<file path="config.mk">
export PLATFORM = sky130hd
export DESIGN_NAME = fsc_ctrl
export DESIGN_NICKNAME = d
export VERILOG_FILES = /design/src/fsc_pkg.sv /design/src/fsc_ctrl.sv
export SDC_FILE = /design/constraint.sdc
export NUM_CORES = 1
export LEC_CHECK = 0
export BUFFER_PORTS_ARGS = -buffer_cell sky130_fd_sc_hd__buf_2
export CAP_MARGIN = 25
export CORE_AREA = 2 2 77 79
export CTS_CLUSTER_DIAMETER = 60
export CTS_CLUSTER_SIZE = 30
export DETAILED_ROUTE_END_ITERATION = 10
export DIE_AREA = 0 0 79 81
export PLACE_DENSITY_LB_ADDON = 0.2
export SETUP_SLACK_MARGIN = 0.2
export SLEW_MARGIN = 0
export SYNTH_ARGS = -nofsm -noshare
export SYNTH_HDL_FRONTEND = slang
export SYNTH_SLANG_ARGS = --single-unit
export TNS_END_PERCENT = 100
</file>
<file path="constraint.sdc">
create_clock -name clk -period 2.3 [get_ports clk]
set_input_delay 0.115 -clock clk [delete_from_list [all_inputs] [get_ports clk]]
set_output_delay 0.115 -clock clk [all_outputs]
set_load 0.03 [all_outputs]
</file>
<file path="src/fsc_pkg.sv">
// fsc_pkg: shared types, codes and constants of the frustum sphere culler
// no dependencies
`default_nettype none

package fsc_pkg;

	localparam int NUM_VIEWS_DEF = 4;
	localparam int FRAC_BITS_DEF = 16;
	localparam int NUM_PLANES    = 6;
	// slot index width carried between modules, enough for the largest view count
	localparam int SLOT_IDX_W    = 4;
	// plane test accumulator: three 64-bit products plus two shifted terms
	localparam int ACC_W         = 67;

	typedef enum logic [1:0] {
		ACT_WRITE    = 2'd0,
		ACT_TEST_ALL = 2'd1,
		ACT_TEST_ONE = 2'd2,
		ACT_NOP      = 2'd3
	} action_t;

	typedef enum logic [2:0] {
		ST_IDLE,
		ST_LOAD,
		ST_SQRT,
		ST_DIV,
		ST_STORE,
		ST_TEST,
		ST_DRAIN,
		ST_FIN
	} state_t;

	typedef struct packed {
		action_t            action;
		logic [1:0]         slot;
		logic [1:0]         row;
		logic [1:0]         col;
		logic signed [31:0] value;
		logic               last;
		logic signed [31:0] sphere_x;
		logic signed [31:0] sphere_y;
		logic signed [31:0] sphere_z;
		logic [30:0]        sphere_radius;
	} item_t;

	typedef struct packed {
		logic culled;
		logic slot_empty;
	} result_t;

	typedef struct packed {
		logic                  latch;
		logic                  stg_wr;
		logic                  ld_clr;
		logic                  ld_issue;
		logic                  sq_init;
		logic                  sq_step;
		logic                  dv_init;
		logic                  dv_step;
		logic                  dv_fin;
		logic                  pl_wr;
		logic                  t_clr;
		logic                  t_issue;
		logic                  t_end;
		logic                  res_load;
		logic                  res_empty;
		logic [1:0]            j;
		logic [2:0]            p;
		logic [SLOT_IDX_W-1:0] slot;
	} cmd_t;

	typedef struct packed {
		logic out_free;
	} status_t;

endpackage

`default_nettype wire

</file>
<file path="src/fsc_ctrl.sv">
// fsc_ctrl: sequencer for element writes, plane commits and sphere tests
// depends on fsc_pkg
`default_nettype none

module fsc_ctrl #(
	parameter int NUM_VIEWS = fsc_pkg::NUM_VIEWS_DEF,
	parameter int FRAC_BITS = fsc_pkg::FRAC_BITS_DEF
) (
	input  wire              clk,
	input  wire              arst_n,
	input  wire              item_valid,
	output logic             item_ready,
	input  fsc_pkg::item_t   item,
	input  fsc_pkg::status_t status,
	output fsc_pkg::cmd_t    cmd
);

	localparam int DW     = 32 + FRAC_BITS;
	localparam int CNT_W  = $clog2(DW + 2);
	localparam int SLOT_W = (NUM_VIEWS > 1) ? $clog2(NUM_VIEWS) : 1;

	fsc_pkg::state_t state_q, state_d;
	logic [CNT_W-1:0]     cnt_q, cnt_d;
	logic [1:0]           j_q, j_d;
	logic [2:0]           p_q, p_d;
	logic [SLOT_W-1:0]    s_q, s_d;
	logic                 one_q, one_d;
	logic                 empty_q, empty_d;
	logic [NUM_VIEWS-1:0] valid_q, valid_d;

	logic              accept;
	logic              in_range;
	logic [SLOT_W-1:0] in_idx;

	assign accept   = item_valid && item_ready;
	assign in_range = 32'(item.slot) < 32'(NUM_VIEWS);
	assign in_idx   = SLOT_W'(item.slot);

	always_ff @(posedge clk or negedge arst_n) begin
		if (!arst_n) begin
			state_q <= fsc_pkg::ST_IDLE;
			cnt_q   <= '0;
			j_q     <= '0;
			p_q     <= '0;
			s_q     <= '0;
			one_q   <= 1'b0;
			empty_q <= 1'b0;
			valid_q <= '0;
		end else begin
			state_q <= state_d;
			cnt_q   <= cnt_d;
			j_q     <= j_d;
			p_q     <= p_d;
			s_q     <= s_d;
			one_q   <= one_d;
			empty_q <= empty_d;
			valid_q <= valid_d;
		end
	end

	always_comb begin
		state_d    = state_q;
		cnt_d      = cnt_q;
		j_d        = j_q;
		p_d        = p_q;
		s_d        = s_q;
		one_d      = one_q;
		empty_d    = empty_q;
		valid_d    = valid_q;
		item_ready = 1'b0;
		cmd        = '0;
		cmd.j      = j_q;
		cmd.p      = p_q;
		cmd.slot   = fsc_pkg::SLOT_IDX_W'(s_q);
		cmd.res_empty = empty_q;

		case (state_q)
			fsc_pkg::ST_IDLE: begin
				item_ready = 1'b1;
				if (accept) begin
					cmd.latch = 1'b1;
					case (item.action)
						fsc_pkg::ACT_WRITE: begin
							cmd.stg_wr = 1'b1;
							if (item.last && in_range) begin
								s_d     = in_idx;
								p_d     = '0;
								cnt_d   = '0;
								state_d = fsc_pkg::ST_LOAD;
							end
						end
						fsc_pkg::ACT_TEST_ALL: begin
							cmd.t_clr = 1'b1;
							s_d     = '0;
							p_d     = '0;
							one_d   = 1'b0;
							empty_d = 1'b0;
							state_d = fsc_pkg::ST_TEST;
						end
						fsc_pkg::ACT_TEST_ONE: begin
							cmd.t_clr = 1'b1;
							s_d     = in_idx;
							p_d     = '0;
							one_d   = 1'b1;
							if (in_range && valid_q[in_idx]) begin
								empty_d = 1'b0;
								state_d = fsc_pkg::ST_TEST;
							end else begin
								empty_d = 1'b1;
								state_d = fsc_pkg::ST_FIN;
							end
						end
						default: ;
					endcase
				end
			end

			fsc_pkg::ST_LOAD: begin
				// raw coefficients, halving and squares run in the datapath pipeline
				cmd.j        = cnt_q[1:0];
				cmd.ld_clr   = (cnt_q == '0);
				cmd.ld_issue = (cnt_q < CNT_W'(4));
				cnt_d        = cnt_q + 1'b1;
				if (cnt_q == CNT_W'(7)) begin
					cmd.sq_init = 1'b1;
					cnt_d       = '0;
					state_d     = fsc_pkg::ST_SQRT;
				end
			end

			fsc_pkg::ST_SQRT: begin
				cmd.sq_step = 1'b1;
				cnt_d       = cnt_q + 1'b1;
				if (cnt_q == CNT_W'(31)) begin
					cnt_d   = '0;
					j_d     = '0;
					state_d = fsc_pkg::ST_DIV;
				end
			end

			fsc_pkg::ST_DIV: begin
				cnt_d = cnt_q + 1'b1;
				if (cnt_q == '0) begin
					cmd.dv_init = 1'b1;
				end else if (cnt_q == CNT_W'(DW + 1)) begin
					cmd.dv_fin = 1'b1;
					cnt_d      = '0;
					j_d        = j_q + 1'b1;
					if (j_q == 2'd3) begin
						state_d = fsc_pkg::ST_STORE;
					end
				end else begin
					cmd.dv_step = 1'b1;
				end
			end

			fsc_pkg::ST_STORE: begin
				cmd.pl_wr = 1'b1;
				cnt_d     = '0;
				if (p_q == 3'(fsc_pkg::NUM_PLANES - 1)) begin
					valid_d[s_q] = 1'b1;
					state_d      = fsc_pkg::ST_IDLE;
				end else begin
					p_d     = p_q + 1'b1;
					state_d = fsc_pkg::ST_LOAD;
				end
			end

			fsc_pkg::ST_TEST: begin
				// one plane a cycle; slots without planes are stepped over
				if (valid_q[s_q] && p_q != 3'(fsc_pkg::NUM_PLANES - 1)) begin
					cmd.t_issue = 1'b1;
					p_d         = p_q + 1'b1;
				end else begin
					cmd.t_issue = valid_q[s_q];
					cmd.t_end   = valid_q[s_q];
					p_d         = '0;
					if (one_q || s_q == SLOT_W'(NUM_VIEWS - 1)) begin
						cnt_d   = '0;
						state_d = fsc_pkg::ST_DRAIN;
					end else begin
						s_d = s_q + 1'b1;
					end
				end
			end

			fsc_pkg::ST_DRAIN: begin
				cnt_d = cnt_q + 1'b1;
				if (cnt_q == CNT_W'(3)) begin
					state_d = fsc_pkg::ST_FIN;
				end
			end

			fsc_pkg::ST_FIN: begin
				if (status.out_free) begin
					cmd.res_load = 1'b1;
					state_d      = fsc_pkg::ST_IDLE;
				end
			end

			default: begin
				state_d = fsc_pkg::ST_IDLE;
			end
		endcase
	end

endmodule

`default_nettype wire

</file>
==> impl_metrics.ini, run 1 <==
[outcome]
status = finished, final reports clean

[worst_setup_path]
cp-start-kind = flip-flop
critPathMaxFanout = 5
worst-endpoint-arrival_ns = 2.27
path_class = reg2reg
required_ns = 2.46
r2r_slack_ns = 0.19
worstSetupEndpointType = flip-flop

[detailed_routing]
ant_nets = 0
via_per_inst = 5.18
drt_wl_total_um = 4660
drc = 0
first_pass_iters = 4
routedWlPerCell_um = 14.3
vias = 1688
drt_iter0_drc = 145

[synth]
synth-edff-count = 0
synth_seq_cells = 22
ys_top_cells_by_area = dfrtp_1 31%, ha_1 9.9%, nor2_1 4.0%
synth_xor_area_frac = 0.00494
ys.flop_type = dfrtp_1
synth_fa_ha_area_frac = 0.0989
synth-async-reset-ratio = 1.00
yosysSeqAreaShare = 0.311
synthSimpleGateAreaFrac = 0.249
netlist_instances = 202
synth_top_family_by_area = simple AND/OR/NAND/NOR gates
yosys_warnings = 0
yosys.area.top_type = dfrtp_1
synth_area_per_cell_sq_um = 8.77
muxShareOfSynthArea = 0.0508
synthesis.area_sq_um = 1770
synth_compound_area_frac = 0.225
synthDominantCellAreaShare = 0.311
synth_cell_types = 57

[clocking]
clk_root_buffer_cell = clkbuf_8
insertion_delay_ns = 0.27
htree_levels = 1
cts_buffer_depth = 2
cts_made_buffers = 3
tritoncts = yes
clk_pin_slew_ns = 0.09
clkSinkCount = 22

[die]
die_h_um = 81
chipWidth_um = 79
io_pins = 197
rows = 28
start_util = 0.312
core_sq_um = 5680
dieArea_sq_um = 6400

[pwr]
intPower_uw = 567
netSwitchingFraction = 0.252
p_total_uw = 758
p_comb_frac = 0.088
clkPwrFrac = 0.393
p_seq_frac = 0.519
p_per_area_nw_per_um2 = 332
p_leak_uw = 0.00109
peakVddDrop_mv = 0.262
switchingPower_uw = 191

[grt]
grt_usage = 0.150
grt_max_degree = 23
grt_pass1_vias = 1643
antenna_found_initial = 0
grt_pass1_wl_um = 7660
grt_overflow = 0

[sta]
rsz0062_at_grt = yes
worstMarginPinSlew_ns = 0.546
fin_crit_sh = 0.915
fin_tns_setup_ns = 0
setup_viol = 0
slew_headroom = 0.636
slew_viol_final = 0
period_needed_ns = 2.11
skew_ns = 0.00516
hold_violations = 0
max_freq_mhz = 475

[place]
dp_hpwl_um = 3560
place_congestion = 0.794
io_buffer_count = 31

[cells_and_area]
layout-drive-gt1-share = 0.347
area_growth_syn_to_layout_pct = 28.9
antennaDiodeCount = 0
fin_nets = 438

[run]
drv_cap = 0

[hold_path]
hp-class = in2reg
[placed cells by master (no fill, tap or decap), drive strengths merged, types with 2 or more instances in the layout]
cell     Yosys  routed
nand2       17      17
and3         4       4
o211ai       2       2
mux4         2       2
o21ai       12      12
nor2        19      19
conb         1       2
clkbuf       6       4
or2          2       2
and2         3       3
inv         12      12
dfrtp       22      22
o21bai       2       2
o22ai        2       2
a221oi       2       2
or3          2       2
nor3b        3       3
o31ai        2       2
nor4         3       3
ha          14      14
mux2         4       4
a211o        4       4
buf          5      54
o41a         2       2
nand4bb      2       2
a21oi        4       4
a21o         5       5
nor2b        6       6
nor3         8       8
a22o         4       4
nand3        5       5
nand2b       2       2
[path summary, 6_finish.rpt]
kind,startpoint,end,cells past startpoint
setup / recovery,s_q[0],state_q[0],5
hold / removal,status,state_q[1],3
setup reg to reg,s_q[0],state_q[0],5
hold reg to reg,valid_q[3],valid_q[3],1
max in group asynchronous,arst_n,s_q[0],2
min in group asynchronous,arst_n,valid_q[1],2
[final cells by class]
cell class                 count  area [sq um]
multi-input combinational    157          1190
tap                           75          93.8
timing repair buffer          55           338
fill                         607          3390
clock buffer                   4          55.1
sequential                    22           553
inverter                      13          48.8
[what timing repair did]
action,CTS,global route
hold buffers,1,0
resized for setup,6,4
hold endpoints to repair,22,0
buffers inserted,2,5
setup endpoints to repair,3,6
pin swaps,2,3
[synth_stat cells (2+ instances only)]
library cell  count
or3_1             2
mux4_2            2
o21bai_1          2
ha_1             14
nor3b_1           3
a221oi_1          2
nand3_1           5
a22o_1            4
o21ai_0          12
a211o_2           3
and2_1            2
clkbuf_1          6
a21o_1            5
dfrtp_1          22
a21oi_1           4
nand4bb_1         2
o31ai_1           2
o22ai_1           2
nor2b_1           6
and3_1            3
nand2b_1          2
nor4_1            2
mux2_2            4
nor2_1           19
inv_1            12
nor3_1            8
buf_4             4
o41a_1            2
o211ai_1          2
nand2_1          17
[registers in the layout, indices dropped and copies added (netlist names)]
name,cells
state_q,3
cnt_q,6
empty_q,1
valid_q,4
s_q,2
p_q,3
j_q,2
one_q,1
[power by group through the flow]
| stage | sequential, uW | clock, uW | combinational (uW) |
|---|---|---|---|
| 6_report | 394 | 298 | 66.4 |
| 5_1_grt | 395 | 319 | 74.2 |
| 4_1_cts | 394 | 305 | 67.7 |
| 3_5_place_dp | 403 | 0 | 63.2 |
| 3_3_place_gp | 402 | 0 | 62.3 |
| 2_1_floorplan | 409 | 0 | 27.7 |
[per-layer routing]
| layer | vias up | routed length [um] | track usage |
|---|---|---|---|
| met5 | - | 0 | 0 |
| met4 | 0 | 69 | 0.0448 |
| met1 | 807 | 2160 | 0.193 |
| li1 | 832 | - | - |
| met3 | 8 | 155 | 0.0211 |
| met2 | 41 | 2270 | 0.263 |
[kinds of logic (layout without fill, tap and decap cells)]
family / Yosys count / in the layout
xor+xnor: 1 / 1
mux: 6 / 6
buf+inv: 24 / 72
other cells: 1 / 2
simple gates: 81 / 81
flops: 22 / 22
fa+ha+maj: 14 / 14
compound gates: 53 / 53
[critical path: stages (launching register included)]
cell and delay, ns:
dfrtp_2 0.40, mux4_2 0.51, and3_4 0.21, a211o_4 0.29, or2_4 0.26, a211o_2 0.33
[per-stage QoR]
| stage | utilization | hold slack (ns) | worst slack (ns) | std cells | area (sq um) |
|---|---|---|---|---|---|
| final | 0.402 | 0.286 | 0.195 | 326 | 2280 |
| after detailed placement | 0.373 | 0.138 | 0.167 | 314 | 2120 |
| after global routing | 0.402 | 0.291 | 0.138 | 326 | 2280 |
| after CTS | 0.392 | 0.271 | 0.187 | 321 | 2230 |
| after floorplan | - | -0.181 | 0.123 | 203 | 1810 |
| after global placement | 0.373 | 0.131 | 0.169 | 314 | 2120 |
Power figures use the tool's default switching activity.
==> inputs of run 2 (changes only) <==
--- a/constraint.sdc
+++ b/constraint.sdc
@@ -3,2 +3,2 @@
 set_output_delay 0.115 -clock clk [all_outputs]
-set_load 0.03 [all_outputs]
+set_load 0.005 [all_outputs]
==> run 2 against run 1 <==
Against the previous run:
- fmax is 2.1% lower
- clock power hardly changed
- via count is 2.1% lower
- clock skew is 0.0020 ns lower
- routed wire length is 0.77% higher
==> impl_metrics.ini, run 2 (synthesis gave the netlist of run 1 again) <==
[outcome]
status = finished, final reports clean

[grt]
grt_pass1_vias = 1626
grt_usage = 0.153
antenna_found_initial = 0
grt_overflow = 0
grt_max_degree = 23
grt_pass1_wl_um = 7730

[cells_and_area]
final_common_cell = buf_2
area_growth_syn_to_layout_pct = 25.3
final_cell_mix = 31 x buf_2, 22 x dfrtp_1, 19 x nor2_1
reg_top3 = cnt_q x6, valid_q x4
largest-register = cnt_q
final_cells = 321
largest_register_ffs = 6
layout-drive-gt1-share = 0.309
antennaDiodeCount = 0
fin_nets = 433

[clocking]
cts_buffer_depth = 2
clkSinkCount = 22
htree_levels = 1
insertion_delay_ns = 0.27
clk_root_buffer_cell = clkbuf_8
clk_pin_slew_ns = 0.09
cts_made_buffers = 3
tritoncts = yes

[sta]
max_freq_mhz = 465
worstMarginPinSlew_ns = 0.540
hold_violations = 0
worst_hold_slack_ns = 0.275
slew_headroom = 0.640
fin_tns_setup_ns = 0
fin_crit_sh = 0.935
slew_viol_final = 0
skew_ns = 0.00320
setup_viol = 0
period_needed_ns = 2.15
rsz0062_at_grt = yes

[detailed_routing]
drc = 0
drt_iter0_drc = 107
vias = 1653
via_per_inst = 5.15
routedWlPerCell_um = 14.6
drt_wl_total_um = 4690
ant_nets = 0
first_pass_iters = 4

[hold_path]
min_delay_worst_endpoint = s_q[0]
whs_path_depth = 3
hp-class = in2reg
hold_path.startpoint = item[164]

[die]
die_h_um = 81
io_pins = 197
core_sq_um = 5680
start_util = 0.312
rows = 28
chipWidth_um = 79
dieArea_sq_um = 6400

[pwr]
p_leak_uw = 0.00108
p_per_area_nw_per_um2 = 335
p_total_uw = 744
peakVddDrop_mv = 0.180

[place]
place_congestion = 0.781
dp_hpwl_um = 3620
io_buffer_count = 31
dp.cells = 313

[worst_setup_path]
worstSetupEndpointType = flip-flop
r2r_end = state_q[2]
r2r_cells = 5
r2r-start = s_q[0]
r2r_slack_ns = 0.15
path_class = reg2reg
critPathMaxFanout = 5
required_ns = 2.45
cp-start-kind = flip-flop
worst-endpoint-arrival_ns = 2.30

[run]
drv_cap = 0
[run 2: cell types whose count changed in the layout (fill, tap and decap cells not counted), sizes merged]
cell,previous run,this run
buf,54,49
[run 2: cell type report]
type,instances,area [sq um]
Multi-Input combinational cell,157,1170
Inverter,13,48.8
Timing Repair Buffer,50,300
Tap cell,75,93.8
Clock buffer,4,55.1
Fill cell,634,3460
Sequential cell,22,551
[run 2: stage by stage]
step,setup slack (ns),instance area [sq um],utilization
2_1_floorplan,0.197,1780,-
3_3_place_gp,0.164,2080,0.367
3_5_place_dp,0.120,2080,0.367
4_1_cts,0.122,2170,0.382
5_1_grt,0.0925,2220,0.391
6_report,0.150,2220,0.391
[run 2: layer usage]
metal | share of wire | track usage
met1 | 0.48 | 0.208
met2 | 0.48 | 0.254
met3 | 0.029 | 0.0189
met4 | 0.014 | 0.0466
met5 | 0 | 0
[run 2: worst max-delay path by stage]
stage	start	endpoint	slack [ns]	depth (start not counted)
after global routing	s_q[0]	state_q[2]	0.09	5
after detailed placement	s_q[0]	state_q[1]	0.12	5
final	s_q[0]	state_q[2]	0.15	5
after global placement	s_q[0]	state_q[1]	0.16	5
after CTS	s_q[0]	state_q[2]	0.12	5
after floorplan	s_q[0]	state_q[0]	0.20	5
[run 2: worst max-delay path: stages, from the launching register on]
cell     delay, ns
dfrtp_1       0.41
mux4_2        0.53
and3_4        0.18
a211o_4       0.34
or2_4         0.26
o41a_1        0.32
[run 2: what timing repair did]
action                                 CTS  global route
hold buffers                             1             0
setup endpoints to repair                3             5
endpoints found under the hold margin   22             0
setup buffers                            1             2
gates resized for setup                  1             8
pin swaps                                5             3
[run 2: power by group]
group	total (uW)	switching [uW]	leakage, uW	internal, uW
Sequential	394	3.80	0.000283	390
Clock	295	142	0.0000288	153
Combinational	55.1	31.4	0.000773	23.7
Total	744	177	0.00108	567
==> inputs of run 3 (changes only) <==
Clock period 2.3 ns to 2 ns, I/O delays scaled along.
==> run 3 against run 2 <==
Against the previous run:
- the run now ends with negative setup slack left
- fmax up 4.2%
- critical path depth stayed put
- register-to-register slack worse by 0.21 ns
- sequential share of layout area down 3.8 points
- first-iteration DRC count shrank 26%
- count of clock-buffer cells in the layout stayed put
- global-route usage rose by 1.8 points
- clock power increased by 6%
- final area up 19%
- clock skew is 0.0026 ns higher
- non-clock buffer count rose by 36
- largest power group unchanged
==> impl_metrics.ini, run 3 (synthesis gave the netlist of run 1 again) <==
[sta]
fin_ws_ns = -0.0643
setup_viol = 3
rsz0062_at_grt = yes
period_needed_ns = 2.06
skew_ns = 0.00578
slew_headroom = 0.633
hold_violations = 0
max_freq_mhz = 484
worstMarginPinSlew_ns = 0.550
slew_viol_final = 0
fin_crit_sh = 1.03

[die]
core_sq_um = 5680
dieArea_sq_um = 6400
rows = 28
chipWidth_um = 79
die_h_um = 81
start_util = 0.312
io_pins = 197

[detailed_routing]
via_per_inst = 5.08
m1WireLength_um = 2520
dr_wl_met2_um = 2500
routedWlPerCell_um = 14.6
top_layer = met4
ant_nets = 0
drc = 0
drt_iter0_drc = 79
first_pass_iters = 6
vias = 1815
drt_wl_total_um = 5210
wl_met3_um = 114

[worst_setup_path]
required_ns = 2.17
critPathMaxFanout = 5
cp-start-kind = flip-flop
worst-endpoint-arrival_ns = 2.24
r2r-start = s_q[0]
worstSetupEndpointType = flip-flop
r2r_slack_ns = -0.06
cp-startpoint = s_q[0]
path_class = reg2reg

[cells_and_area]
antennaDiodeCount = 0
reg_top3 = cnt_q x6, valid_q x4
final_common_cell = buf_4
multi_input_area_sq_um = 1310
regArea_sq_um = 554
final_cell_mix = 49 x buf_4, 31 x buf_2, 19 x dfrtp_1
layout-drive-gt1-share = 0.475
final_cell_area_sq_um = 2640
largest_register_ffs = 6
fillers = 556
largest-register = cnt_q
area_growth_syn_to_layout_pct = 49.1
fin_nets = 469

[place]
place_congestion = 0.833
dpl_cell_area_sq_um = 2320
dp_hpwl_um = 3960
io_buffer_count = 31
dp_slack_ns = -0.121

[grt]
grt_max_degree = 23
grt_pass1_wl_um = 8580
grt_usage = 0.171
grt_overflow = 0
grt_pass1_vias = 1796
antenna_found_initial = 0

[pwr]
p_comb_frac = 0.087
p_seq_frac = 0.538
switchingPower_uw = 214
netSwitchingFraction = 0.256
peakVddDrop_mv = 0.192
p_per_area_nw_per_um2 = 317
p_leak_uw = 0.00128
intPower_uw = 624
clkPwrFrac = 0.375

[hold_path]
hp-class = in2reg
hold_path.startpoint = status

[clocking]
htree_levels = 1
tritoncts = yes
clkSinkCount = 22
cts_buffer_depth = 2
clk_pin_slew_ns = 0.09
cts_made_buffers = 3
clk_root_buffer_cell = clkbuf_8
insertion_delay_ns = 0.28

[outcome]
failed_checks = negative setup slack
status = complete, but fails checks

[run]
drv_cap = 0
run 3: changes by cell type in the layout (fill, tap and decap cells not counted), moves of 3 or more:
cell     delta
buf_4      +31
buf_6       +5
dfrtp_1     -3
dfrtp_2     +3
nor2_1      -3
nor3_1      -3
nor3_2      +3
o21ai_0     -4
o21ai_2     +3
run 3: worst paths after layout:
kind | to | depth (start not counted)
worst max-delay path | state_q[0] | 5
worst min-delay path | state_q[1] | 3
worst max register to register | state_q[0] | 5
worst min register to register | empty_q | 1
max in group asynchronous | s_q[0] | 2
min in group asynchronous | j_q[1] | 2
run 3: repair_timing:
action,4_1_cts,5_1_grt
setup buffers,4,6
hold buffers,1,0
cloned,0,0
pin swaps,7,13
hold endpoints to repair,22,0
resized for setup,9,36
endpoints found under the setup margin,14,23
run 3: worst max-delay path: stages (launching register included):
cell and delay, ns:
dfrtp_2 0.39, mux4_2 0.51, and3_4 0.18, a211o_4 0.30, or2_4 0.26, a211o_2 0.32
run 3: routing by layer:
| layer | vias to the layer above | track usage |
|---|---|---|
| met4 | 0 | 0.0431 |
| met1 | 874 | 0.233 |
| met3 | 7 | 0.0222 |
| met2 | 29 | 0.287 |
| met5 | - | 0 |
| li1 | 905 | - |
run 3: final cells by class:
| cell class | count | area share |
|---|---|---|
| multi-input cells | 157 | 0.495 |
| repair buffers | 86 | 0.223 |
| flip-flops and latches | 22 | 0.210 |
| well taps | 75 | 0.0355 |
| inverters | 13 | 0.0199 |
| clock buffers | 4 | 0.0171 |
run 3: power by group through the flow:
stage | registers (uW) | logic [uW] | clock network [uW]
floorplan | 462 | 28.6 | 0
global placement | 461 | 64.5 | 0
detailed placement | 461 | 64.5 | 0
CTS | 451 | 72.6 | 320
global route | 452 | 83.2 | 337
finish | 451 | 72.9 | 314
run 3: per-stage QoR:
stage	TNS [ns]	util	power, uW	hold slack (ns)	cells
2_1_floorplan	-0.174	-	491	-0.196	203
4_1_cts	-0.258	0.432	844	0.247	351
3_3_place_gp	-0.257	0.409	526	0.129	342
3_5_place_dp	-0.340	0.409	526	0.124	342
5_1_grt	-0.450	0.465	872	0.276	357
6_report	-0.167	0.465	838	0.265	357
